`src/sv/srbr_pkg.sv`:
```
// srbr_pkg: shared types and constants for the spike rate bias regulator.
// Holds the payload structs, the controller/datapath command and status structs, and codes.
// No dependencies.
`timescale 1ns / 1ps

package srbr_pkg;

    // Core index: 2 bits of chip, 2 bits of core (up to a 2x2 grid of chips, 2x2 cores each)
    localparam int CORE_SEL_W    = 4;
    localparam int CORES_PER_CHIP = 4;

    localparam int WINDOW_W      = 24;
    localparam int TARGET_W      = 25;
    localparam int CFG_DATA_W    = 25;
    localparam int CFG_INDEX_W   = 2;
    localparam int OUT_COUNT_W   = 25;
    localparam int COARSE_W      = 3;
    localparam int FINE_W        = 8;
    localparam int STATUS_W      = 3;

    // Configuration register indexes
    localparam logic [CFG_INDEX_W-1:0] CFG_WINDOW_TICKS  = 2'd0;
    localparam logic [CFG_INDEX_W-1:0] CFG_TARGET_COUNT  = 2'd1;
    localparam logic [CFG_INDEX_W-1:0] CFG_ADJUST_ENABLE = 2'd2;

    localparam logic [WINDOW_W-1:0] WINDOW_TICKS_RST  = 24'd3000;
    localparam logic [TARGET_W-1:0] TARGET_COUNT_RST  = 25'd76800;

    // Input function codes
    localparam logic FUNC_SPIKE = 1'b0;
    localparam logic FUNC_TICK  = 1'b1;

    // Adjust status codes
    localparam logic [STATUS_W-1:0] ADJ_NONE      = 3'd0;
    localparam logic [STATUS_W-1:0] ADJ_RAISED    = 3'd1;
    localparam logic [STATUS_W-1:0] ADJ_LOWERED   = 3'd2;
    localparam logic [STATUS_W-1:0] ADJ_MAX_LIMIT = 3'd3;
    localparam logic [STATUS_W-1:0] ADJ_MIN_LIMIT = 3'd4;

    localparam logic [COARSE_W-1:0] COARSE_STRONGEST = 3'd0;
    localparam logic [COARSE_W-1:0] COARSE_WEAKEST   = 3'd7;
    localparam logic [FINE_W-1:0]   FINE_RST         = 8'd0;
    localparam logic [FINE_W:0]     FINE_LIMIT       = 9'd255;

    typedef struct packed {
        logic       func;
        logic [5:0] x_coord;
        logic [5:0] y_coord;
    } in_item_t;

    typedef struct packed {
        logic [1:0]             chip_id;
        logic [1:0]             core_id;
        logic [OUT_COUNT_W-1:0] core_count;
        logic [COARSE_W-1:0]    coarse_bias;
        logic [FINE_W-1:0]      fine_bias;
        logic                   bias_changed;
        logic [STATUS_W-1:0]    adjust_status;
        logic                   last_core;
    } out_item_t;

    typedef struct packed {
        logic                  spike_inc;
        logic                  tick;
        logic                  emit;
        logic [CORE_SEL_W-1:0] sweep_idx;
        logic                  last;
    } ctl_cmd_t;

    typedef struct packed {
        logic window_close;
        logic out_free;
    } dp_status_t;

endpackage

```
`src/sv/spike_rate_bias_regulator.sv`:
```
// Spike rate bias regulator, top level: per-core spike counting and bias stepping.
// Throughput: one spike or tick beat per cycle. A tick that closes the window stalls the
// input while the sweep emits NUM_CHIPS*4 result beats, one per cycle when out_stall is low;
// after that tick the sweep state is entered, and each result is registered in the output register.
// Reset (rst_n, async low): counters zero, coarse 7, fine 0, timer zero, config defaults.
`timescale 1ns / 1ps

module spike_rate_bias_regulator #(
    parameter int NUM_CHIPS   = 4,
    parameter int CORE_COLS   = 16,
    parameter int CORE_ROWS   = 16,
    parameter int FINE_STEP   = 15,
    parameter int COUNT_WIDTH = 25
) (
    input  logic                             clk,
    input  logic                             rst_n,
    input  logic                             in_valid,
    output logic                             in_stall,
    input  srbr_pkg::in_item_t               in_data,
    output logic                             out_valid,
    input  logic                             out_stall,
    output srbr_pkg::out_item_t              out_data,
    input  logic                             cfg_we,
    input  logic [srbr_pkg::CFG_INDEX_W-1:0] cfg_index,
    input  logic [srbr_pkg::CFG_DATA_W-1:0]  cfg_data
);

    srbr_pkg::ctl_cmd_t   cmd;
    srbr_pkg::dp_status_t status;

    srbr_ctrl #(
        .NUM_CHIPS (NUM_CHIPS)
    ) u_ctrl (
        .clk      (clk),
        .rst_n    (rst_n),
        .in_valid (in_valid),
        .in_func  (in_data.func),
        .in_stall (in_stall),
        .status   (status),
        .cmd      (cmd)
    );

    srbr_datapath #(
        .NUM_CHIPS   (NUM_CHIPS),
        .CORE_COLS   (CORE_COLS),
        .CORE_ROWS   (CORE_ROWS),
        .FINE_STEP   (FINE_STEP),
        .COUNT_WIDTH (COUNT_WIDTH)
    ) u_datapath (
        .clk       (clk),
        .rst_n     (rst_n),
        .in_data   (in_data),
        .cfg_we    (cfg_we),
        .cfg_index (cfg_index),
        .cfg_data  (cfg_data),
        .cmd       (cmd),
        .status    (status),
        .out_stall (out_stall),
        .out_valid (out_valid),
        .out_data  (out_data)
    );

endmodule

```
`src/sv/srbr_ctrl.sv`:
```
// srbr_ctrl: controller for the spike rate bias regulator.
// Accepts beats, walks the core sweep at window end. Uses srbr_pkg.
`timescale 1ns / 1ps

module srbr_ctrl #(
    parameter int NUM_CHIPS = 4
) (
    input  logic                 clk,
    input  logic                 rst_n,
    input  logic                 in_valid,
    input  logic                 in_func,
    output logic                 in_stall,
    input  srbr_pkg::dp_status_t status,
    output srbr_pkg::ctl_cmd_t   cmd
);

    localparam logic ST_IDLE  = 1'b0;
    localparam logic ST_SWEEP = 1'b1;

    localparam logic [srbr_pkg::CORE_SEL_W-1:0] LAST_IDX =
        srbr_pkg::CORE_SEL_W'(NUM_CHIPS * srbr_pkg::CORES_PER_CHIP - 1);

    logic                            state_reg, state_next;
    logic [srbr_pkg::CORE_SEL_W-1:0] idx_reg, idx_next;
    logic                            accept;

    assign in_stall = (state_reg == ST_SWEEP);
    assign accept   = in_valid && !in_stall;

    always_comb
    begin
        cmd.spike_inc = accept && (in_func == srbr_pkg::FUNC_SPIKE);
        cmd.tick      = accept && (in_func == srbr_pkg::FUNC_TICK);
        cmd.emit      = (state_reg == ST_SWEEP) && status.out_free;
        cmd.sweep_idx = idx_reg;
        cmd.last      = (idx_reg == LAST_IDX);
    end

    always_comb
    begin
        state_next = state_reg;
        idx_next   = idx_reg;
        unique case (state_reg)
            ST_IDLE:
            begin
                if (cmd.tick && status.window_close)
                begin
                    state_next = ST_SWEEP;
                    idx_next   = '0;
                end
            end
            ST_SWEEP:
            begin
                if (cmd.emit)
                begin
                    if (cmd.last)
                        state_next = ST_IDLE;
                    else
                        idx_next = idx_reg + 1'b1;
                end
            end
            default:
            begin
                state_next = ST_IDLE;
            end
        endcase
    end

    always_ff @(posedge clk or negedge rst_n)
    begin
        if (!rst_n)
        begin
            state_reg <= ST_IDLE;
            idx_reg   <= '0;
        end
        else
        begin
            state_reg <= state_next;
            idx_reg   <= idx_next;
        end
    end

endmodule

```
`src/sv/srbr_datapath.sv`:
```
// srbr_datapath: counters, bias store, window timer, config and output register.
// Driven by srbr_ctrl commands. Uses srbr_pkg.
`timescale 1ns / 1ps

module srbr_datapath #(
    parameter int NUM_CHIPS   = 4,
    parameter int CORE_COLS   = 16,
    parameter int CORE_ROWS   = 16,
    parameter int FINE_STEP   = 15,
    parameter int COUNT_WIDTH = 25
) (
    input  logic                                clk,
    input  logic                                rst_n,
    input  srbr_pkg::in_item_t                  in_data,
    input  logic                                cfg_we,
    input  logic [srbr_pkg::CFG_INDEX_W-1:0]    cfg_index,
    input  logic [srbr_pkg::CFG_DATA_W-1:0]     cfg_data,
    input  srbr_pkg::ctl_cmd_t                  cmd,
    output srbr_pkg::dp_status_t                status,
    input  logic                                out_stall,
    output logic                                out_valid,
    output srbr_pkg::out_item_t                 out_data
);

    localparam int NUM_CORES = NUM_CHIPS * srbr_pkg::CORES_PER_CHIP;
    localparam int IDX_W     = $clog2(NUM_CORES);
    localparam logic [COUNT_WIDTH-1:0] COUNT_MAX = {COUNT_WIDTH{1'b1}};
    localparam logic [srbr_pkg::FINE_W-1:0] FINE_INC = srbr_pkg::FINE_W'(FINE_STEP);

    // config registers
    logic [srbr_pkg::WINDOW_W-1:0] window_reg;
    logic [srbr_pkg::TARGET_W-1:0] target_reg;
    logic                          adj_en_reg;

    logic [srbr_pkg::WINDOW_W-1:0] elapsed_reg, elapsed_next;
    logic [srbr_pkg::WINDOW_W-1:0] elapsed_inc, limit;

    logic [COUNT_WIDTH-1:0]        count_reg  [NUM_CORES];
    logic [srbr_pkg::COARSE_W-1:0] coarse_reg [NUM_CORES];
    logic [srbr_pkg::FINE_W-1:0]   fine_reg   [NUM_CORES];

    logic                 out_valid_reg;
    srbr_pkg::out_item_t  out_data_reg;

    // coordinate decode tables: bit k gives the selected digit for coordinate k
    logic [63:0] ccol_map, hcol_map, crow_map, hrow_map;

    for (genvar k = 0; k < 64; k++)
    begin : g_map
        assign ccol_map[k] = (((k / CORE_COLS) % 2) != 0);
        assign hcol_map[k] = (((k / (2 * CORE_COLS)) % 2) != 0);
        assign crow_map[k] = (((k / CORE_ROWS) % 2) != 0);
        assign hrow_map[k] = (((k / (2 * CORE_ROWS)) % 2) != 0);
    end

    logic [1:0]                      spk_chip;
    logic [srbr_pkg::CORE_SEL_W-1:0] spk_idx;
    logic                            spk_ok;
    logic [NUM_CORES-1:0]            hit;

    assign spk_chip = {hrow_map[in_data.y_coord], hcol_map[in_data.x_coord]};
    assign spk_idx  = {spk_chip, crow_map[in_data.y_coord], ccol_map[in_data.x_coord]};
    assign spk_ok   = cmd.spike_inc && (32'(spk_chip) < 32'(NUM_CHIPS));

    for (genvar i = 0; i < NUM_CORES; i++)
    begin : g_hit
        assign hit[i] = spk_ok && (spk_idx == srbr_pkg::CORE_SEL_W'(i));
    end

    // window timer; a zero window acts as one tick
    assign limit        = (window_reg == '0) ? srbr_pkg::WINDOW_W'(1) : window_reg;
    assign elapsed_inc  = elapsed_reg + 1'b1;
    assign status.window_close = !((elapsed_inc < limit) && (elapsed_inc != '0));
    assign status.out_free     = !out_valid_reg || !out_stall;

    always_comb
    begin
        elapsed_next = elapsed_reg;
        if (cmd.tick)
            elapsed_next = status.window_close ? '0 : elapsed_inc;
    end

    // bias rule for the core under the sweep
    logic [IDX_W-1:0]              sel;
    logic [COUNT_WIDTH-1:0]        cur_count;
    logic [srbr_pkg::COARSE_W-1:0] cur_coarse, new_coarse;
    logic [srbr_pkg::FINE_W-1:0]   cur_fine, new_fine;
    logic [srbr_pkg::FINE_W:0]     fine_sum;
    logic                          changed;
    logic [srbr_pkg::STATUS_W-1:0] adj_status;
    logic                          below, above;

    assign sel        = cmd.sweep_idx[IDX_W-1:0];
    assign cur_count  = count_reg[sel];
    assign cur_coarse = coarse_reg[sel];
    assign cur_fine   = fine_reg[sel];
    assign fine_sum   = {1'b0, cur_fine} + {1'b0, FINE_INC};
    assign below      = 32'(cur_count) < 32'(target_reg);
    assign above      = 32'(cur_count) > 32'(target_reg);

    always_comb
    begin
        new_coarse = cur_coarse;
        new_fine   = cur_fine;
        changed    = 1'b0;
        adj_status = srbr_pkg::ADJ_NONE;
        if (adj_en_reg)
        begin
            priority if (below)
            begin
                priority if (fine_sum <= srbr_pkg::FINE_LIMIT)
                begin
                    new_fine   = fine_sum[srbr_pkg::FINE_W-1:0];
                    changed    = 1'b1;
                    adj_status = srbr_pkg::ADJ_RAISED;
                end
                else if (cur_coarse != srbr_pkg::COARSE_STRONGEST)
                begin
                    new_fine   = FINE_INC;
                    new_coarse = cur_coarse - 1'b1;
                    changed    = 1'b1;
                    adj_status = srbr_pkg::ADJ_RAISED;
                end
                else
                begin
                    adj_status = srbr_pkg::ADJ_MAX_LIMIT;
                end
            end
            else if (above)
            begin
                priority if (cur_fine >= FINE_INC)
                begin
                    new_fine   = cur_fine - FINE_INC;
                    changed    = 1'b1;
                    adj_status = srbr_pkg::ADJ_LOWERED;
                end
                else if (cur_coarse != srbr_pkg::COARSE_WEAKEST)
                begin
                    new_fine   = FINE_INC;
                    new_coarse = cur_coarse + 1'b1;
                    changed    = 1'b1;
                    adj_status = srbr_pkg::ADJ_LOWERED;
                end
                else
                begin
                    adj_status = srbr_pkg::ADJ_MIN_LIMIT;
                end
            end
            else
            begin
                adj_status = srbr_pkg::ADJ_NONE;
            end
        end
    end

    always_ff @(posedge clk or negedge rst_n)
    begin
        if (!rst_n)
        begin
            window_reg <= srbr_pkg::WINDOW_TICKS_RST;
            target_reg <= srbr_pkg::TARGET_COUNT_RST;
            adj_en_reg <= 1'b0;
        end
        else if (cfg_we)
        begin
            unique case (cfg_index)
                srbr_pkg::CFG_WINDOW_TICKS:  window_reg <= cfg_data[srbr_pkg::WINDOW_W-1:0];
                srbr_pkg::CFG_TARGET_COUNT:  target_reg <= cfg_data[srbr_pkg::TARGET_W-1:0];
                srbr_pkg::CFG_ADJUST_ENABLE: adj_en_reg <= cfg_data[0];
                default: ;
            endcase
        end
    end

    always_ff @(posedge clk or negedge rst_n)
    begin
        if (!rst_n)
            elapsed_reg <= '0;
        else
            elapsed_reg <= elapsed_next;
    end

    // per-core counters and bias store; sweep clears/updates one entry per beat
    always_ff @(posedge clk or negedge rst_n)
    begin
        if (!rst_n)
        begin
            for (int i = 0; i < NUM_CORES; i++)
            begin
                count_reg[i]  <= '0;
                coarse_reg[i] <= srbr_pkg::COARSE_WEAKEST;
                fine_reg[i]   <= srbr_pkg::FINE_RST;
            end
        end
        else
        begin
            for (int i = 0; i < NUM_CORES; i++)
            begin
                if (cmd.emit && (sel == IDX_W'(i)))
                begin
                    count_reg[i]  <= '0;
                    coarse_reg[i] <= new_coarse;
                    fine_reg[i]   <= new_fine;
                end
                else if (hit[i] && (count_reg[i] != COUNT_MAX))
                begin
                    count_reg[i] <= count_reg[i] + 1'b1;
                end
            end
        end
    end

    always_ff @(posedge clk or negedge rst_n)
    begin
        if (!rst_n)
            out_valid_reg <= 1'b0;
        else if (cmd.emit)
            out_valid_reg <= 1'b1;
        else if (!out_stall)
            out_valid_reg <= 1'b0;
    end

    always_ff @(posedge clk)
    begin
        if (cmd.emit)
        begin
            out_data_reg.chip_id       <= cmd.sweep_idx[3:2];
            out_data_reg.core_id       <= cmd.sweep_idx[1:0];
            out_data_reg.core_count    <= srbr_pkg::OUT_COUNT_W'(cur_count);
            out_data_reg.coarse_bias   <= new_coarse;
            out_data_reg.fine_bias     <= new_fine;
            out_data_reg.bias_changed  <= changed;
            out_data_reg.adjust_status <= adj_status;
            out_data_reg.last_core     <= cmd.last;
        end
    end

    assign out_valid = out_valid_reg;
    assign out_data  = out_data_reg;

endmodule

```
`config.mk`:
```
export PLATFORM = sky130hd
export DESIGN_NAME = spike_rate_bias_regulator
export DESIGN_NICKNAME = d
export VERILOG_FILES = /design/src/sv/srbr_pkg.sv /design/src/sv/spike_rate_bias_regulator.sv /design/src/sv/srbr_ctrl.sv /design/src/sv/srbr_datapath.sv
export SDC_FILE = /design/constraint.sdc
export NUM_CORES = 2
export LEC_CHECK = 0
export ABC_CLOCK_PERIOD_IN_PS = 7300
export BUFFER_PORTS_ARGS = -buffer_cell sky130_fd_sc_hd__buf_2
export CAP_MARGIN = 10
export CORE_MARGIN = 4
export CORE_UTILIZATION = 35
export CTS_BUF_LIST = sky130_fd_sc_hd__clkbuf_4 sky130_fd_sc_hd__clkbuf_8
export CTS_CLUSTER_DIAMETER = 80
export DETAILED_ROUTE_END_ITERATION = 8
export HOLD_SLACK_MARGIN = 0.1
export PLACE_DENSITY = 0.49
export SYNTH_ARGS = -nofsm -noshare
export SYNTH_HDL_FRONTEND = slang
export SYNTH_SLANG_ARGS = --single-unit
```
`constraint.sdc`:
```
create_clock -name clk -period 7.3 [get_ports clk]
set_input_delay 1.46 -clock clk [delete_from_list [all_inputs] [get_ports clk]]
set_output_delay 1.46 -clock clk [all_outputs]
set_load 0.1 [all_outputs]
```
# Yosys cells after proc, flatten, opt, wreduce, memory -nomap -nowiden

Memory sizes are Yosys's and may differ from the RTL's.
Cells that the tools add are included.

Register bits after elaboration: 701
Latch bits: 0
Bits in writable memories: 0
Bits in read-only memories: 256
Input port bits: 45
Output and inout bits: 47
Logic and storage cells: 321
Memories: 4

$add $sub $neg: 22
Multiply operators: 0
Div/mod/pow operators: 0
Magnitude comparators: 8
Eq/ne operators: 53
Shift-type cells: 0
Mux-type cells: 83
Bitwise gates (word level): 3
Reduce and logical (&&, ||, !) cells: 85

Memories:

| name            | depth | width | rd ports | clocked after Yosys merged registers in | write ports | RTL line            | text |
|---|---|---|---|---|---|---|---|
| (no name shown) | 64    | 1     | 1        | 0                                       | 0           | srbr_datapath.sv:61 | `assign spk_chip = {hrow_map[in_data.y_coord], hcol_map[in_data.x_coord]};` |
| (no name shown) | 64    | 1     | 1        | 0                                       | 0           | srbr_datapath.sv:61 |  |
| (no name shown) | 64    | 1     | 1        | 0                                       | 0           | srbr_datapath.sv:62 | `assign spk_idx = {spk_chip, crow_map[in_data.y_coord], ccol_map[in_data.x_coord]};` |
| (no name shown) | 64    | 1     | 1        | 0                                       | 0           | srbr_datapath.sv:62 |  |

Operator list:

| cell                  | number |
|---|---|
| $mux 25               | 34 |
| $add 25x1->25 const B | 16 |
| $ne 25x25->1 const B  | 16 |
| $bmux 25 s4           | 1 |
| $mux 8                | 9 |
| $eq 4x4->1 const B    | 16 |
| $logic_and 1x1->1     | 54 |
| $mux 24               | 2 |
| $mux 3                | 14 |
| $bmux 8 s4            | 1 |
| $eq 4x3->1 const B    | 8 |
| $reduce_bool 2->1     | 16 |
| $gt 25x25->1          | 1 |
| $lt 25x25->1          | 1 |
| $add 24x1->24 const B | 1 |
| $logic_not 24->1      | 1 |
| $lt 24x24->1          | 1 |
| $reduce_bool 24->1    | 1 |
| $eq 4x2->1 const B    | 4 |
| $mux 1                | 15 |
| $lt 6x7->1 const B    | 2 |
| $bmux 3 s4            | 1 |
| $mux 4                | 3 |
| $add 8x4->9 const B   | 1 |
| other kinds (25)      | 35 |

# Depth between registers and ports, before layout

Word-level depth: 10
Depth in mapped cells: 22
Mapped depth without buffers: 16

# Cells and area by module

A second synthesis with hierarchy kept.

Cell total of the unflattened synthesis: 3621
Area, all modules: 38096.5 um^2

By module, submodules not included:

| module        | times used | cells each | area an instance (um^2) | sequential area each (um^2) |
|---|---|---|---|---|
| srbr_datapath | 1          | 3586       | 37761.2                 | 17715.7 |
| srbr_ctrl     | 1          | 35         | 335.3                   | 125.1 |

# Worst setup path after synthesis

Ideal clock, no wire load.

Kind: reg2reg
Start: register u_ctrl.idx_reg[0] (netlist bit)
End: register u_datapath.out_data_reg, in the netlist u_datapath.out_data[11], data pin
Setup time: 0.255 ns
Arrival: 5.765 ns
Data required time: 7.045 ns
Slack: 1.280 ns
Stages on the path, launching flop included: 22
Buffers on the path: 8
Clock period less this slack: 6.020 ns
Path through: dfrtp_1 buf_6 buf_6 buf_4 buf_1 clkbuf_1 buf_1 mux4_2 mux4_2 ha_1 nand4_1 nor3_1 o221ai_1 a41o_1 nand2_1 inv_1 clkbuf_1 nand3_1 o31ai_1 a211oi_2 buf_2 inv_1

RTL lines:

| element                                        | RTL line             | text |
|---|---|---|
| start: declaration                             | srbr_ctrl.sv:24      | `logic [srbr_pkg::CORE_SEL_W-1:0] idx_reg, idx_next;` |
| start signal: assignment                       | srbr_ctrl.sv:79      | `idx_reg <= idx_next;` |
| $not 4->5 (implied by the code) (*)            | srbr_datapath.sv:94  | `assign cur_count = count_reg[sel];` |
| $bmux 25 s4 (*)                                | srbr_datapath.sv:94  |  |
| $mux 25 (implied by the code) (*) (2 in a row) | srbr_datapath.sv:94  |  |
| via u_datapath.cur_count[15]                   | srbr_datapath.sv:85  | `logic [COUNT_WIDTH-1:0] cur_count;` |
| $gt 25x25->1                                   | srbr_datapath.sv:99  | `assign above = 32'(cur_count) > 32'(target_reg);` |
| $mux 8                                         | srbr_datapath.sv:129 | `else if (above)` |
| $mux 8 (*)                                     | srbr_datapath.sv:109 | `priority if (below)` |
| $mux 8 (*)                                     | srbr_datapath.sv:107 | `if (adj_en_reg)` |
| via u_datapath.new_fine, one bit               | srbr_datapath.sv:87  | `logic [srbr_pkg::FINE_W-1:0] cur_fine, new_fine;` |
| end: declaration                               | srbr_datapath.sv:43  | `srbr_pkg::out_item_t out_data_reg;` |

Mark *: on every way through the listed nets, which the timed path passes. The rest lies on a longest branch. The select of a mux whose other input is x is not followed.
A chain may end at the register's enable or synchronous reset.

# Worst setup path in the final report

Start: register u_ctrl.idx_reg[0] (netlist bit)
End: register u_datapath.fine_reg[52] (netlist bit)

RTL lines:

| element                                        | RTL line             | text |
|---|---|---|
| $not 4->5 (implied by the code) (*)            | srbr_datapath.sv:94  |  |
| $bmux 25 s4 (*)                                | srbr_datapath.sv:94  |  |
| $mux 25 (implied by the code) (*) (2 in a row) | srbr_datapath.sv:94  |  |
| via u_datapath.cur_count[16]                   | srbr_datapath.sv:85  |  |
| $gt 25x25->1                                   | srbr_datapath.sv:99  |  |
| $mux 8                                         | srbr_datapath.sv:129 |  |
| $mux 8 (*)                                     | srbr_datapath.sv:109 |  |
| $mux 8 (*)                                     | srbr_datapath.sv:107 |  |
| end signal: indexed assignment                 | srbr_datapath.sv:192 | `fine_reg[i] <= srbr_pkg::FINE_RST;` |
| end signal: indexed assignment                 | srbr_datapath.sv:203 | `fine_reg[i] <= new_fine;` |
| end: declaration                               | srbr_datapath.sv:40  | `logic [srbr_pkg::FINE_W-1:0] fine_reg [NUM_CORES];` |

Marks and branches as above.

==> qor.csv <==
stage,metric,value,unit
drt,DRT Pass-1 Iters,5,
global_route,number of global-route vias before repair,27170,
logic_synthesis,syn_nets,3627,
drt,Routed WL,114900,um
clocking,Sink Count,701,
layout,Syn-to-layout area delta,12.72,%
global_route,GRT Util Overall,0.2035,
clocking,Worst-path clk slew,0.06,ns
clocking,cts repair resizes,0,
floorplanning,Die H,336.7,um
layout,max reg flops,400,
clocking,Worst-Skew Late Latency,0.79,ns
setup_path,"slowest stage cell, crit path",a311oi_4,
logic_synthesis,sequential fraction of the synthesis area,0.4717,
power_and_ir_drop,VDD IR max,0.2231,mV
clocking,CTS tree,yes,
timing,final setup vio count,0,
placement,IO Port Bufs,83,
layout,FILL cells,10520,
logic_synthesis,number of flops mapped to enable cells by yosys,45,
setup_path,CP max FO,27,
floorplanning,die area,113400,um2
power_and_ir_drop,leakage power,18.36,nW
drt,via count,27750,
logic_synthesis,Syn. warnings,0,
timing,RSZ-0062 raised after global routing,no,
setup_path,Crit path max-delay family,compound AO/OA/AOI/OAI gates,
setup_path,"critical path, cell by cell","buf_12, buf_12, mux4_2, mux4_2, ha_1, nand4_1, nor3_1, o221ai_1, a41o_1, nand2_1, inv_1, o211a_1, a311oi_4, a21oi_1",
timing,"Hold Vio Cnt, Final",0,
timing,max_slew headroom,0.1498,
timing,part of the cycle the worst path needs,0.8144,
setup_path,CP Data Arrival Time,6.56,ns
logic_synthesis,synthesized flop and latch total,701,
floorplanning,num ports,92,
clocking,htree depth,4,
global_route,largest net degree at the start of global routing,154,
setup_path,max incr delay on CP,0.85,ns
timing,Max Fclk,168.2,MHz
placement,HPWL Detailed,81580,um
setup_path,"Buf+Inv Stages, Crit Path",3,
layout,layout cell share with drive strength beyond 1,0.2203,
floorplanning,Core ar.,107200,um2
drt,residual DRC count,0,
clocking,CTS root buffer,clkbuf_8,
floorplanning,chip width,336.7,um
logic_synthesis,Mapped Area,37820,um2
status,status,completed,
layout,Final Util,0.3977,
logic_synthesis,syn_area_per_cell,10.79,um2
setup_path,Critical Path Sink Type,register,
run,Max-Cap Viols,0,
logic_synthesis,Synth cell types,84,
logic_synthesis,"FFs w/ async S/R, synth",0.9358,
drt,drt via density,5.423,
global_route,number of antenna violations at the first check in global routing,11,
timing,Slew Limit Fails,0,
global_route,GRT overflow,0,
drt,Starting DRT DRC Count,2174,
timing,Worst Skew,0.03985,ns
min_path,HP Class,reg2reg,
timing,Final Hold Slack,0.5003,ns
floorplanning,Starting Density,0.3528,
layout,Multi-input gate area,18830,um2
clocking,Post CTS Setup Buffer Count,0,
layout,design area,42630,um2
layout,Final nets,3729,
timing,Slew @ Worst Pin,1.264,ns
power_and_ir_drop,Power Density,323.2,nW/um2
floorplanning,FP Rows,120,
drt,Wirelength per Cell,22.46,um
timing,crit path time final,5.945,ns
setup_path,CP startpoint kind,register,
layout,storage element area,17850,um2
clocking,clk buf depth,3,
clocking,Post-CTS Hold Buffers,0,
clocking,Inserted Clock Buffers,133,
global_route,first-pass GRT wire length,174400,um
logic_synthesis,Cells after Synth,3506,
placement,Placed Instance Area,39840,um2
placement,GPL Wtd Cong,0.8321,
logic_synthesis,main flop type after synthesis,dfrtp_1,
setup_path,critical path required time,7.91,ns
setup_path,WS Path Type,reg2reg,
timing,setup tns final,0,ns
drt,Routed Antenna Nets,0,
routing by layer:
layer,share of wire,global-route usage,vias up
li1,-,-,12770
met4,0.021,0.05466,4
met3,0.053,0.03845,159
met5,0.00023,0,-
met1,0.49,0.3078,14160
met2,0.43,0.2980,661
through the flow:
step | instances | setup WS, ns | power, W
3_3_place_gp | 4876 | 1.394 | 0.009744
5_1_grt | 5114 | 0.9592 | 0.01450
4_1_cts | 5112 | 1.326 | 0.01392
6_report | 5117 | 1.355 | 0.01378
2_1_floorplan | 3506 | 1.280 | 0.008483
3_5_place_dp | 4876 | 1.394 | 0.009761
synth_stat cells (5+ instances only):
| library cell | count | area [um2] |
|---|---|---|
| a211oi_1 | 6 | 45.04 |
| a21o_1 | 14 | 105.1 |
| a21oi_1 | 145 | 725.7 |
| a22o_1 | 12 | 105.1 |
| a31oi_1 | 19 | 118.9 |
| a41oi_1 | 7 | 61.31 |
| and2_1 | 40 | 250.2 |
| and3_1 | 48 | 300.3 |
| and4_1 | 48 | 420.4 |
| buf_1 | 18 | 67.56 |
| buf_2 | 17 | 85.08 |
| buf_6 | 8 | 90.09 |
| clkbuf_1 | 124 | 465.5 |
| dfrtp_1 | 597 | 14940 |
| dfstp_2 | 59 | 1550 |
| edfxtp_1 | 45 | 1351 |
| ha_1 | 76 | 950.9 |
| inv_1 | 121 | 454.2 |
| mux2_2 | 156 | 1757 |
| mux2_4 | 9 | 135.1 |
| mux2i_1 | 18 | 180.2 |
| mux4_2 | 169 | 3806 |
| nand2_1 | 271 | 1017 |
| nand2b_1 | 5 | 31.28 |
| nand3_1 | 137 | 685.7 |
| nand4_1 | 117 | 732.0 |
| nor2_1 | 488 | 1832 |
| nor2b_1 | 16 | 100.1 |
| nor3_1 | 47 | 235.2 |
| nor3b_1 | 10 | 75.07 |
| nor4_1 | 36 | 225.2 |
| o211a_1 | 5 | 50.05 |
| o21ai_0 | 118 | 590.6 |
| o31ai_1 | 10 | 75.07 |
| or3_1 | 71 | 444.2 |
| or4_1 | 5 | 37.54 |
| xnor2_1 | 134 | 1174 |
| xor2_1 | 197 | 1725 |
layout make-up:
class,instances,share of cell area
multi-input cells,2512,0.4418
flip-flops and latches,701,0.4187
clock buffers,213,0.06069
well taps,1403,0.04118
repair buffers,136,0.02195
inverters,124,0.01092
clock inverters,23,0.004461
diodes,5,0.0002935
final timing paths:
check                                        start                         end  slack [ns]  depth (start not counted)
min in group asynchronous                    rst_n  u_datapath.elapsed_reg[18]        0.67                          1
hold reg to reg            u_datapath.fine_reg[77]     u_datapath.fine_reg[77]        0.50                          1
setup / recovery                 u_ctrl.idx_reg[0]     u_datapath.fine_reg[52]        1.35                         14
setup reg to reg                 u_ctrl.idx_reg[0]     u_datapath.fine_reg[52]        1.35                         14
hold / removal             u_datapath.fine_reg[77]     u_datapath.fine_reg[77]        0.50                          1
max in group asynchronous                    rst_n    u_datapath.fine_reg[103]        5.18                          2
worst register-to-register path, stage by stage (launching register included):
cell and delay [ns]:
dfrtp_4 0.75, buf_12 0.31, buf_12 0.26, mux4_2 0.52
mux4_2 0.54, ha_1 0.34, nand4_1 0.16, nor3_1 0.37
o221ai_1 0.24, a41o_1 0.48, nand2_1 0.29, inv_1 0.26
o211a_1 0.24, a311oi_4 0.85, a21oi_1 0.18
cells in the final DEF (no fill, tap or decap), drive strengths merged, types with 16 or more instances in the layout:
cell type  count
clkbuf       213
nor2b         16
a31oi         19
nand4        117
and4          49
o21ai        122
and2          40
buf          136
xnor2        136
dfstp         59
mux4         169
inv          128
nor3          48
nand2        271
ha            76
nand3        137
a21oi        145
mux2i         19
and3          48
edfxtp        45
or3           71
nor4          37
dfrtp        597
xor2         197
nor2         488
mux2         166
report_power, final:
part           total, W  leakage [nW]  internal, W  switching [W]
registers       0.00508          9.10      0.00456       0.000520
clock network   0.00407          1.47      0.00231        0.00176
logic           0.00462          7.79      0.00160        0.00302
total            0.0138          18.4      0.00848        0.00530
cells by family (layout without fill, tap and decap cells):
logic type               Yosys count  in the layout  synth area share
AND/OR/NAND/NOR                 1356           1356            0.1732
flip-flops                       701            701            0.4717
AO/OA/AOI/OAI                    393            393           0.06468
multiplexers                     354            354            0.1563
XOR/XNOR                         333            333           0.07751
buffers and inverters            293            496           0.03143
adder cells (fa/ha/maj)           76             76           0.02514
other                              0              5                 0
(Power assumes the default switching activity.)
